File: src/sv/hfwf_pkg.sv
// Shared types, constants and helper functions of the hole-filling window filter.
package hfwf_pkg;

    localparam int DEF_MAX_WIDTH  = 1024;
    localparam int DEF_MAX_HEIGHT = 4096;
    localparam int RESET_WIDTH    = 640;
    localparam int RESET_HEIGHT   = 480;
    localparam int MIN_DIM        = 3;

    localparam int PIX_W          = 8;
    localparam int FRAME_WIDTH_W  = 11;
    localparam int FRAME_HEIGHT_W = 13;
    localparam int CFG_INDEX_W    = 2;
    localparam int CFG_DATA_W     = 13;
    localparam int WIN_SIZE       = 9;
    localparam int SUM_W          = 12;
    localparam int CNT_W          = 4;
    localparam int RECIP_SHIFT    = 16;
    localparam int RECIP_W        = 17;

    localparam logic [CFG_INDEX_W-1:0] REG_FRAME_WIDTH  = 2'd0;
    localparam logic [CFG_INDEX_W-1:0] REG_FRAME_HEIGHT = 2'd1;

    typedef enum logic [1:0] {
        ST_IDLE,
        ST_LOAD,
        ST_FILL
    } t_state;

    typedef struct packed {
        logic capture;
        logic load;
        logic commit;
    } t_ctrl_cmd;

    typedef struct packed {
        logic drop;
        logic out_free;
    } t_dp_status;

    function automatic int clamp_int(input int v, input int lo, input int hi);
        int r;
        r = v;
        if (v < lo) r = lo;
        if (v > hi) r = hi;
        return r;
    endfunction

    // ceil(2^16 / d); exact floor division for sums below 4096 and d up to 8
    function automatic logic [RECIP_W-1:0] recip(input logic [CNT_W-1:0] d);
        logic [RECIP_W-1:0] r;
        unique case (d)
            4'd1:    r = 17'd65536;
            4'd2:    r = 17'd32768;
            4'd3:    r = 17'd21846;
            4'd4:    r = 17'd16384;
            4'd5:    r = 17'd13108;
            4'd6:    r = 17'd10923;
            4'd7:    r = 17'd9363;
            4'd8:    r = 17'd8192;
            default: r = '0;
        endcase
        return r;
    endfunction

endpackage

File: src/sv/hfwf_ctrl.sv
// Controller state machine: sequences capture, window load and commit of one pixel.
module hfwf_ctrl (
    input  logic                   i_clk,
    input  logic                   i_rst_n,
    input  logic                   i_in_valid,
    output logic                   o_in_stall,
    output logic                   o_cfg_ready,
    input  hfwf_pkg::t_dp_status   i_status,
    output hfwf_pkg::t_ctrl_cmd    o_cmd
);

    hfwf_pkg::t_state r_state;
    hfwf_pkg::t_state n_state;

    always_ff @(posedge i_clk) begin
        if (!i_rst_n) begin
            r_state <= hfwf_pkg::ST_IDLE;
        end else begin
            r_state <= n_state;
        end
    end

    always_comb begin
        n_state = r_state;
        unique case (r_state)
            hfwf_pkg::ST_IDLE: begin
                // beats that fall outside the frame are absorbed here
                if (i_in_valid && !i_status.drop) n_state = hfwf_pkg::ST_LOAD;
            end
            hfwf_pkg::ST_LOAD: begin
                n_state = hfwf_pkg::ST_FILL;
            end
            hfwf_pkg::ST_FILL: begin
                if (i_status.out_free) n_state = hfwf_pkg::ST_IDLE;
            end
            default: begin
                n_state = hfwf_pkg::ST_IDLE;
            end
        endcase
    end

    always_comb begin
        o_in_stall     = 1'b1;
        o_cfg_ready    = 1'b0;
        o_cmd.capture  = 1'b0;
        o_cmd.load     = 1'b0;
        o_cmd.commit   = 1'b0;
        unique case (r_state)
            hfwf_pkg::ST_IDLE: begin
                o_in_stall    = 1'b0;
                o_cfg_ready   = 1'b1;
                o_cmd.capture = i_in_valid;
            end
            hfwf_pkg::ST_LOAD: begin
                o_cmd.load = 1'b1;
            end
            hfwf_pkg::ST_FILL: begin
                o_cmd.commit = i_status.out_free;
            end
            default: begin
                o_in_stall = 1'b1;
            end
        endcase
    end

endmodule

File: config.mk
export PLATFORM = sky130hd
export DESIGN_NAME = hfwf_ctrl
export DESIGN_NICKNAME = d
export VERILOG_FILES = /design/src/sv/hfwf_pkg.sv /design/src/sv/hfwf_ctrl.sv
export SDC_FILE = /design/constraint.sdc
export NUM_CORES = 1
export LEC_CHECK = 0
export ABC_AREA = 0
export BUFFER_PORTS_ARGS = -buffer_cell sky130_fd_sc_hd__buf_4
export CAP_MARGIN = 0
export CORE_AREA = 2 2 39 41
export CTS_CLUSTER_DIAMETER = 80
export CTS_CLUSTER_SIZE = 20
export DETAILED_ROUTE_END_ITERATION = 10
export DIE_AREA = 0 0 41 43
export PLACE_DENSITY_LB_ADDON = 0.05
export SKIP_CTS_REPAIR_TIMING = 1
export SLEW_MARGIN = 20
export SYNTH_ARGS = -nofsm -noshare
export SYNTH_HDL_FRONTEND = slang
export SYNTH_SLANG_ARGS = --single-unit
File: constraint.sdc
create_clock -name i_clk -period 0.8 [get_ports i_clk]
set_clock_uncertainty 0.1 [all_clocks]
set_input_delay 0.12 -clock i_clk [delete_from_list [all_inputs] [get_ports i_clk]]
set_output_delay 0.12 -clock i_clk [all_outputs]
set_load 0.01 [all_outputs]
# Word-level counts from Yosys, hierarchy flattened
# Cells that the tools add are included.
# word_totals
register_bits	2
in_bits	5
out_inout_bits	5
# op_classes
eq_ne	4
muxes	8
reduce_logical	4
# op_table
operator	count
2-bit one-hot mux with 3 select lines	1
1-bit 2-to-1 mux	5
2-bit 2-to-1 mux	2
2-bit inequality test (second input constant)	2
2-bit by 1-bit == test with 1-bit output (second input constant)	1
2-bit == test (second input constant)	1
2-bit zero test	1
2-bit AND reduction	1
1-bit logical AND	1
1-bit zero test	1

# Logic depth before layout (Yosys ltp)
# Gate-level depths: netlist of the first run.
# depth
depth_word	4
ltp_mapped	2

# Worst setup path before layout of the first run
# OpenSTA, ideal clock, no wires.
# synth_timing
path_kind	register to output
from	register r_state[0]
to	output port o_cmd[2] (netlist bit)
arrival_ps	695
path_slack_ps	-115
stages_incl_launch_ff	3
path_cell_list	dfxtp_1 nor2_2 and2_1
# synth_rtl
item	line	rtl
start, declared	hfwf_ctrl.sv:12	hfwf_pkg::t_state r_state;
start signal, assigned	hfwf_ctrl.sv:17	r_state <= hfwf_pkg::ST_IDLE;
start signal, assigned	hfwf_ctrl.sv:19	r_state <= n_state;
end, declared	hfwf_ctrl.sv:9	output hfwf_pkg::t_ctrl_cmd o_cmd

==> results.py, run 1 <==
metrics = {
    "logic_synthesis": {
        "ys_seq_elements": 2,
        "ys_types": 10,
        "yosysTopAreaCellShare_pct": 38.6,
        "netlist_instances": 11,
        "ys_warn_count": 0,
        "seq_area_frac_synth_pct": 38.6,
        "syn_nets": 16,
        "avgSynthCellArea_um2": 9.44,
        "synth_area_leaders": "dfxtp_1 39%, and4b_1 9.6%, and3b_1 8.4%",
        "synth.cell_area_um2": 104,
        "synth_top_cell_by_area": "dfxtp_1",
    },
    "critical_path": {
        "crit_path_start_kind": "register",
        "crit_type": "reg2out",
        "worst-path-buf-inv": 1,
        "crit_required_ps": 580,
        "arrival_ps": 940,
        "cp-end-kind": "output pin",
        "crit_path_cell_trace": "nor2_4 > and2_4 > buf_4",
        "cp_max_fo": 4,
        "slowest_delay_ps": 330,
        "cp_slowest_cell": "dfxtp_2",
        "cp_top_family": "flip-flops",
    },
    "floorplan": {
        "placementRows": 14,
        "start_util_pct": 7.50,
        "die_w_um": 41,
        "coreArea_mm2": 0.00138,
        "design.die.area_mm2": 0.00176,
        "io-pin-count": 10,
        "die_h_um": 43,
    },
    "pwr": {
        "p_int_mw": 0.314,
        "combPwrFrac_pct": 16.9,
        "cellPowerDensity_mw_per_mm2": 1820,
        "switchingPower_mw": 0.0845,
        "totalPowerFinal_mw": 0.398,
        "irDropWorstVdd_mv": 0.345,
        "switching_share_pct": 21.2,
        "p_seq_share_pct": 27.9,
        "p_leak_nw": 0.113,
        "clockPowerShare_pct": 55.2,
    },
    "run": {
        "drv_cap": 0,
    },
    "place": {
        "gp_congestion": 0.517,
        "io_buffers": 9,
    },
    "sta": {
        "grt_setup_unrepaired": "yes",
        "setup_tns_ps": -1600,
        "maxSlewViolCount": 0,
        "hold_violations": 0,
        "min_period_ps": 1160,
        "relSlewSlack_pct": 89.7,
        "setup_viol": 7,
        "fin_crit_sh_pct": 145,
        "worst_slack_ps": -358,
        "worst_slew_pin_slew_ps": 154,
        "max_freq_ghz": 0.864,
    },
    "global_route": {
        "grt_pass1_vias": 118,
        "grtUsageTotal_pct": 4.61,
        "grt_max_degree": 5,
        "grt_pass1_wl_um": 469,
        "overflow": 0,
        "antenna_found_initial": 0,
    },
    "routing": {
        "wire_per_inst_um": 7.71,
        "wl_um": 293,
        "viasPerCell": 2.89,
        "dr_wl_met3_um": 39,
        "drt-met1-wl_um": 113,
        "drc": 0,
        "vias": 110,
        "dr.pass1.iters": 1,
        "ant_nets": 0,
        "dr_wl_met2_um": 139,
        "drtIter0Drc": 0,
        "dr.max_layer_used": "met3",
    },
    "finish": {
        "diodes": 0,
        "top_regs": "r_state x2",
        "largest_reg_flops": 2,
        "layout.nets": 29,
        "regMostFlops": "r_state",
        "layout-drive-gt1-share_pct": 77.3,
        "layout_commonest_cell": "buf_4",
        "syn2layout_area_growth_pct": 111,
        "final_cell_mix": "9 x buf_4, 3 x clkbuf_4, 2 x dfxtp_2",
    },
    "clock_network": {
        "path_clk_slew_ps": 30,
        "cts_tree": "built",
        "cts.sinks": 2,
        "htreeDepth": 1,
        "clk_latency_ps": 220,
        "clock_path_buffers": 2,
        "clockRootBuffer": "clkbuf_4",
        "cts_buffers": 3,
    },
    "status": {
        "failed_checks": "negative setup slack",
        "outcome": "finished, violations left",
    },
    "hold_path": {
        "hp-class": "in2reg",
    },
}
## through the flow
step / setup WS, ps / cell area, µm² / util (%) / hold slack [ps] / std cells
final: -358 / 219 / 15.8 / 13.5 / 38
after detailed placement: -124 / 196 / 14.2 / 246 / 35
after CTS: -374 / 219 / 15.8 / 11.6 / 38
after global routing: -400 / 219 / 15.8 / 22.3 / 38
after floorplan: -48.9 / 116 / - / 138 / 11
after global placement: -136 / 196 / 14.2 / 254 / 35
## power by group through the flow
stage          sequential (mW)  clock [mW]  combinational [mW]
4_1_cts                  0.111       0.235              0.0686
5_1_grt                  0.112       0.249              0.0725
3_3_place_gp             0.113           0              0.0688
6_report                 0.111       0.220              0.0675
3_5_place_dp             0.112           0              0.0681
2_1_floorplan            0.111           0              0.0312
## cell usage after synthesis, drive strengths merged
| cell type | number |
|---|---|
| o21a | 1 |
| and2 | 1 |
| dfxtp | 2 |
| nor3b | 1 |
| nor2 | 1 |
| and3b | 1 |
| and4b | 1 |
| inv | 1 |
| buf | 1 |
| nor2b | 1 |
## worst paths after layout
kind	slack [ps]	start	cells past startpoint	end
worst min register to register	510	r_state[0]$_SDFFE_PN0P_	2	r_state[1]$_SDFFE_PN0P_
worst max register to register	-70	r_state[0]$_SDFFE_PN0P_	2	r_state[1]$_SDFFE_PN0P_
worst max-delay path	-360	r_state[0]$_SDFFE_PN0P_	3	o_cmd[2]
worst min-delay path	10	i_rst_n	2	r_state[1]$_SDFFE_PN0P_
## per-layer routing
| metal | vias to the layer above | global-route usage [%] |
|---|---|---|
| met5 | - | 0 |
| met4 | 0 | 6.00 |
| met3 | 0 | 3.66 |
| met2 | 8 | 5.63 |
| met1 | 44 | 3.83 |
| li1 | 58 | - |
## cell type report
cell class,instances,area (µm²)
multi-input combinational,7,62.6
timing repair buffer,9,67.6
tap,16,20.0
sequential,2,42.5
inverter,1,3.75
clock buffer,3,22.5
fill,158,1160
## logic make-up (layout without fill, tap and decap cells)
family | after synthesis | in the layout | share of synthesized area [%]
AO/OA/AOI/OAI | 1 | 1 | 7.23
flip-flops | 2 | 2 | 38.6
AND/OR/NAND/NOR | 6 | 6 | 43.4
buffers and inverters | 2 | 13 | 10.8
Power figures use the tool's default switching activity.
==> run 2, diff against run 1 <==
- SKIP_LAST_GASP: not set -> 1
- clock period: 0.8 -> 1.3 ns (I/O delays scaled with it)
==> results.py, run 2 (synthesis gave the netlist of run 1 again) <==
metrics = {
    "finish": {
        "syn2layout_area_growth_pct": 106,
        "utilization_pct": 15.5,
        "diodes": 0,
        "layout_commonest_cell": "buf_4",
        "final_cell_mix": "9 x buf_4, 3 x clkbuf_4, 2 x dfxtp_2",
        "fin_cells": 38,
        "layout-drive-gt1-share_pct": 68.2,
        "regMostFlops": "r_state",
        "layout.nets": 29,
        "finalInstanceArea_um2": 214,
        "top_regs": "r_state x2",
        "fill_cells": 161,
        "largest_reg_flops": 2,
    },
    "routing": {
        "dr.max_layer_used": "met3",
        "wire_per_inst_um": 7.82,
        "drtIter0Drc": 1,
        "drt-met1-wl_um": 109,
        "dr_wl_met2_um": 144,
        "viasPerCell": 3.13,
        "drc": 0,
        "dr_wl_met3_um": 44,
        "dr.pass1.iters": 2,
        "vias": 119,
        "ant_nets": 0,
        "wl_um": 297,
    },
    "clock_network": {
        "path_clk_slew_ps": 30,
        "cts.sinks": 2,
        "clk_latency_ps": 220,
        "cts_buffers": 3,
        "htreeDepth": 1,
        "clockRootBuffer": "clkbuf_4",
        "cts_tree": "built",
        "clock_path_buffers": 2,
    },
    "critical_path": {
        "crit_path_start_kind": "register",
        "arrival_ps": 930,
        "crit_type": "reg2out",
        "cp-end-kind": "output pin",
        "reg2reg_depth": 2,
        "cp_max_fo": 4,
        "crit_required_ps": 1000,
    },
    "global_route": {
        "grtUsageTotal_pct": 4.71,
        "antenna_found_initial": 0,
        "grt_max_degree": 5,
        "grt_pass1_wl_um": 448,
        "overflow": 0,
        "grt_pass1_vias": 100,
    },
    "place": {
        "dp.cells": 35,
        "placedInstanceArea_um2": 184,
        "io_buffers": 9,
        "gp_congestion": 0.521,
        "hpwlAfterDp_um": 241,
        "preCtsSetupSlack_ps": 246,
    },
    "floorplan": {
        "io-pin-count": 10,
        "die_h_um": 43,
        "die_w_um": 41,
        "coreArea_mm2": 0.00138,
        "start_util_pct": 7.50,
        "design.die.area_mm2": 0.00176,
        "placementRows": 14,
    },
    "sta": {
        "fin_crit_sh_pct": 94.3,
        "hold_violations": 0,
        "min_period_ps": 1230,
        "holdWs_ps": 92.9,
        "worst_slew_pin_slew_ps": 161,
        "setup_viol": 0,
        "setup_tns_ps": 0,
        "grt_setup_unrepaired": "no",
        "maxSlewViolCount": 0,
        "max_freq_ghz": 0.815,
        "worst_slack_ps": 73.5,
        "relSlewSlack_pct": 89.2,
    },
    "hold_path": {
        "hold_path_depth": 2,
        "hp-class": "in2reg",
    },
    "status": {
        "outcome": "completed",
    },
    "run": {
        "drv_cap": 0,
    },
    "pwr": {
        "p_leak_nw": 0.110,
        "irDropWorstVdd_mv": 0.225,
        "cellPowerDensity_mw_per_mm2": 1140,
        "totalPowerFinal_mw": 0.245,
    },
}
==> run 2: layer usage <==
layer  GRT usage, %  vias up
li1               -       59
met1           4.47       51
met3           4.71        0
met2           4.69        9
met4           6.00        0
met5              0        -
==> run 2: cell type report <==
type	count	area, µm²	share of cell area (%)
Timing Repair Buffer	9	67.6	31.6
Tap cell	16	20.0	9.36
Clock buffer	3	22.5	10.5
Inverter	1	3.75	1.75
Multi-Input combinational cell	7	57.6	26.9
Sequential cell	2	42.5	19.9
==> run 2: critical path, cell delays in order, from the launching register on <==
cell     delay, ps
dfxtp_2        330
nor2_4         130
and2_1         130
buf_4          110
==> run 2: final timing paths <==
| check | from | to | slack [ps] |
|---|---|---|---|
| worst max-delay path | r_state[0]$_SDFFE_PN0P_ | o_cmd[2] | 70 |
| worst min-delay path | i_rst_n | r_state[1]$_SDFFE_PN0P_ | 90 |
| worst max register to register | r_state[0]$_SDFFE_PN0P_ | r_state[1]$_SDFFE_PN0P_ | 440 |
| worst min register to register | r_state[0]$_SDFFE_PN0P_ | r_state[1]$_SDFFE_PN0P_ | 520 |
==> run 2: power by group <==
| part | total, mW | internal, mW | switching (mW) |
|---|---|---|---|
| clock network | 0.138 | 0.102 | 0.0359 |
| registers | 0.0682 | 0.0649 | 0.00334 |
| logic | 0.0386 | 0.0243 | 0.0144 |
==> run 3, diff against run 2 <==
- PLACE_DENSITY: not set -> 0.3
- PLACE_DENSITY_LB_ADDON: 0.05 -> not set
- clock period: 1.3 -> 1.5 ns (I/O delays scaled with it)
==> results.py, run 3 (synthesis gave the netlist of run 1 again) <==
metrics = {
    "status": {
        "outcome": "completed",
    },
    "pwr": {
        "p_leak_nw": 0.107,
        "cellPowerDensity_mw_per_mm2": 1020,
        "totalPowerFinal_mw": 0.211,
        "irDropWorstVdd_mv": 0.390,
    },
    "finish": {
        "layout.nets": 29,
        "multi_input_area_um2": 52.6,
        "syn2layout_area_growth_pct": 98.8,
        "fill_cells": 157,
        "layout-drive-gt1-share_pct": 59.1,
        "regMostFlops": "r_state",
        "layout_commonest_cell": "buf_4",
        "diodes": 0,
        "final_cell_mix": "9 x buf_4, 3 x clkbuf_4, 2 x dfxtp_1",
        "utilization_pct": 14.9,
        "regArea_um2": 40.0,
        "top_regs": "r_state x2",
        "largest_reg_flops": 2,
    },
    "place": {
        "hpwlAfterDp_um": 209,
        "io_buffers": 9,
        "preCtsSetupSlack_ps": 425,
        "gp_congestion": 0.487,
    },
    "critical_path": {
        "cp_max_fo": 4,
        "cp-end-kind": "output pin",
        "crit_type": "reg2out",
        "crit_path_start_kind": "register",
        "crit_required_ps": 1170,
        "arrival_ps": 980,
    },
    "hold_path": {
        "hp-class": "in2reg",
    },
    "floorplan": {
        "coreArea_mm2": 0.00138,
        "placementRows": 14,
        "design.die.area_mm2": 0.00176,
        "die_w_um": 41,
        "die_h_um": 43,
        "io-pin-count": 10,
        "start_util_pct": 7.50,
    },
    "sta": {
        "setup_viol": 0,
        "min_period_ps": 1300,
        "holdWs_ps": 122,
        "maxSlewViolCount": 0,
        "worst_slew_pin_slew_ps": 159,
        "hold_violations": 0,
        "fin_crit_sh_pct": 86.9,
        "relSlewSlack_pct": 89.4,
        "setup_tns_ps": 0,
        "worst_slack_ps": 197,
        "grt_setup_unrepaired": "no",
        "max_freq_ghz": 0.767,
    },
    "clock_network": {
        "htreeDepth": 1,
        "clockRootBuffer": "clkbuf_4",
        "cts.sinks": 2,
        "clock_path_buffers": 2,
        "clk_latency_ps": 230,
        "path_clk_slew_ps": 30,
        "cts_buffers": 3,
        "cts_tree": "built",
    },
    "routing": {
        "wl_um": 283,
        "vias": 114,
        "drtIter0Drc": 2,
        "drc": 0,
        "dr.pass1.iters": 2,
        "wire_per_inst_um": 7.45,
        "ant_nets": 0,
        "viasPerCell": 3.00,
    },
    "global_route": {
        "grt_pass1_vias": 122,
        "antenna_found_initial": 0,
        "grt_pass1_wl_um": 489,
        "overflow": 0,
        "grtUsageTotal_pct": 4.90,
        "grt_max_degree": 5,
    },
    "run": {
        "drv_cap": 0,
    },
}
run 3: cell counts in the layout (fill, tap and decap cells not counted):
No cell type changed its count.
run 3: area by class of cell:
cell class              count  share of cell area [%]
repair buffers              9                    32.7
multi-input cells           7                    25.5
flip-flops and latches      2                    19.4
clock buffers               3                    10.9
well taps                  16                    9.70
inverters                   1                    1.82
run 3: path summary, 6_finish.rpt:
check / startpoint / end / slack (ps) / depth (start not counted)
worst max register to register: r_state[0]$_SDFFE_PN0P_ / r_state[1]$_SDFFE_PN0P_ / 640 / 2
worst max-delay path: r_state[0]$_SDFFE_PN0P_ / o_cmd[2] / 200 / 3
worst min-delay path: i_rst_n / r_state[1]$_SDFFE_PN0P_ / 120 / 2
worst min register to register: r_state[0]$_SDFFE_PN0P_ / r_state[1]$_SDFFE_PN0P_ / 520 / 2
run 3: per-stage QoR:
step | instance area [µm²] | instances
6_report | 206 | 38
3_3_place_gp | 184 | 35
5_1_grt | 206 | 38
3_5_place_dp | 184 | 35
4_1_cts | 206 | 38
2_1_floorplan | 104 | 11
run 3: worst max-delay path, cell delays in order, from the launching register on:
cell and delay, ps:
dfxtp_1 320, nor2_2 170, and2_1 150, buf_4 110
run 3: power breakdown:
part	leakage, nW	total, mW	internal, mW	switching, mW
registers	0.0163	0.0578	0.0558	0.00203
logic	0.0773	0.0330	0.0203	0.0127
clock network	0.0138	0.120	0.0884	0.0316
total	0.107	0.211	0.164	0.0463
run 3: metal layers:
metal  up-vias  track usage, %  routed length, µm
met5         -               0                  0
li1         58               -                  -
met2        10            4.69                 92
met1        46            5.10                149
met3         0            6.28                 40
met4         0            4.00                  0
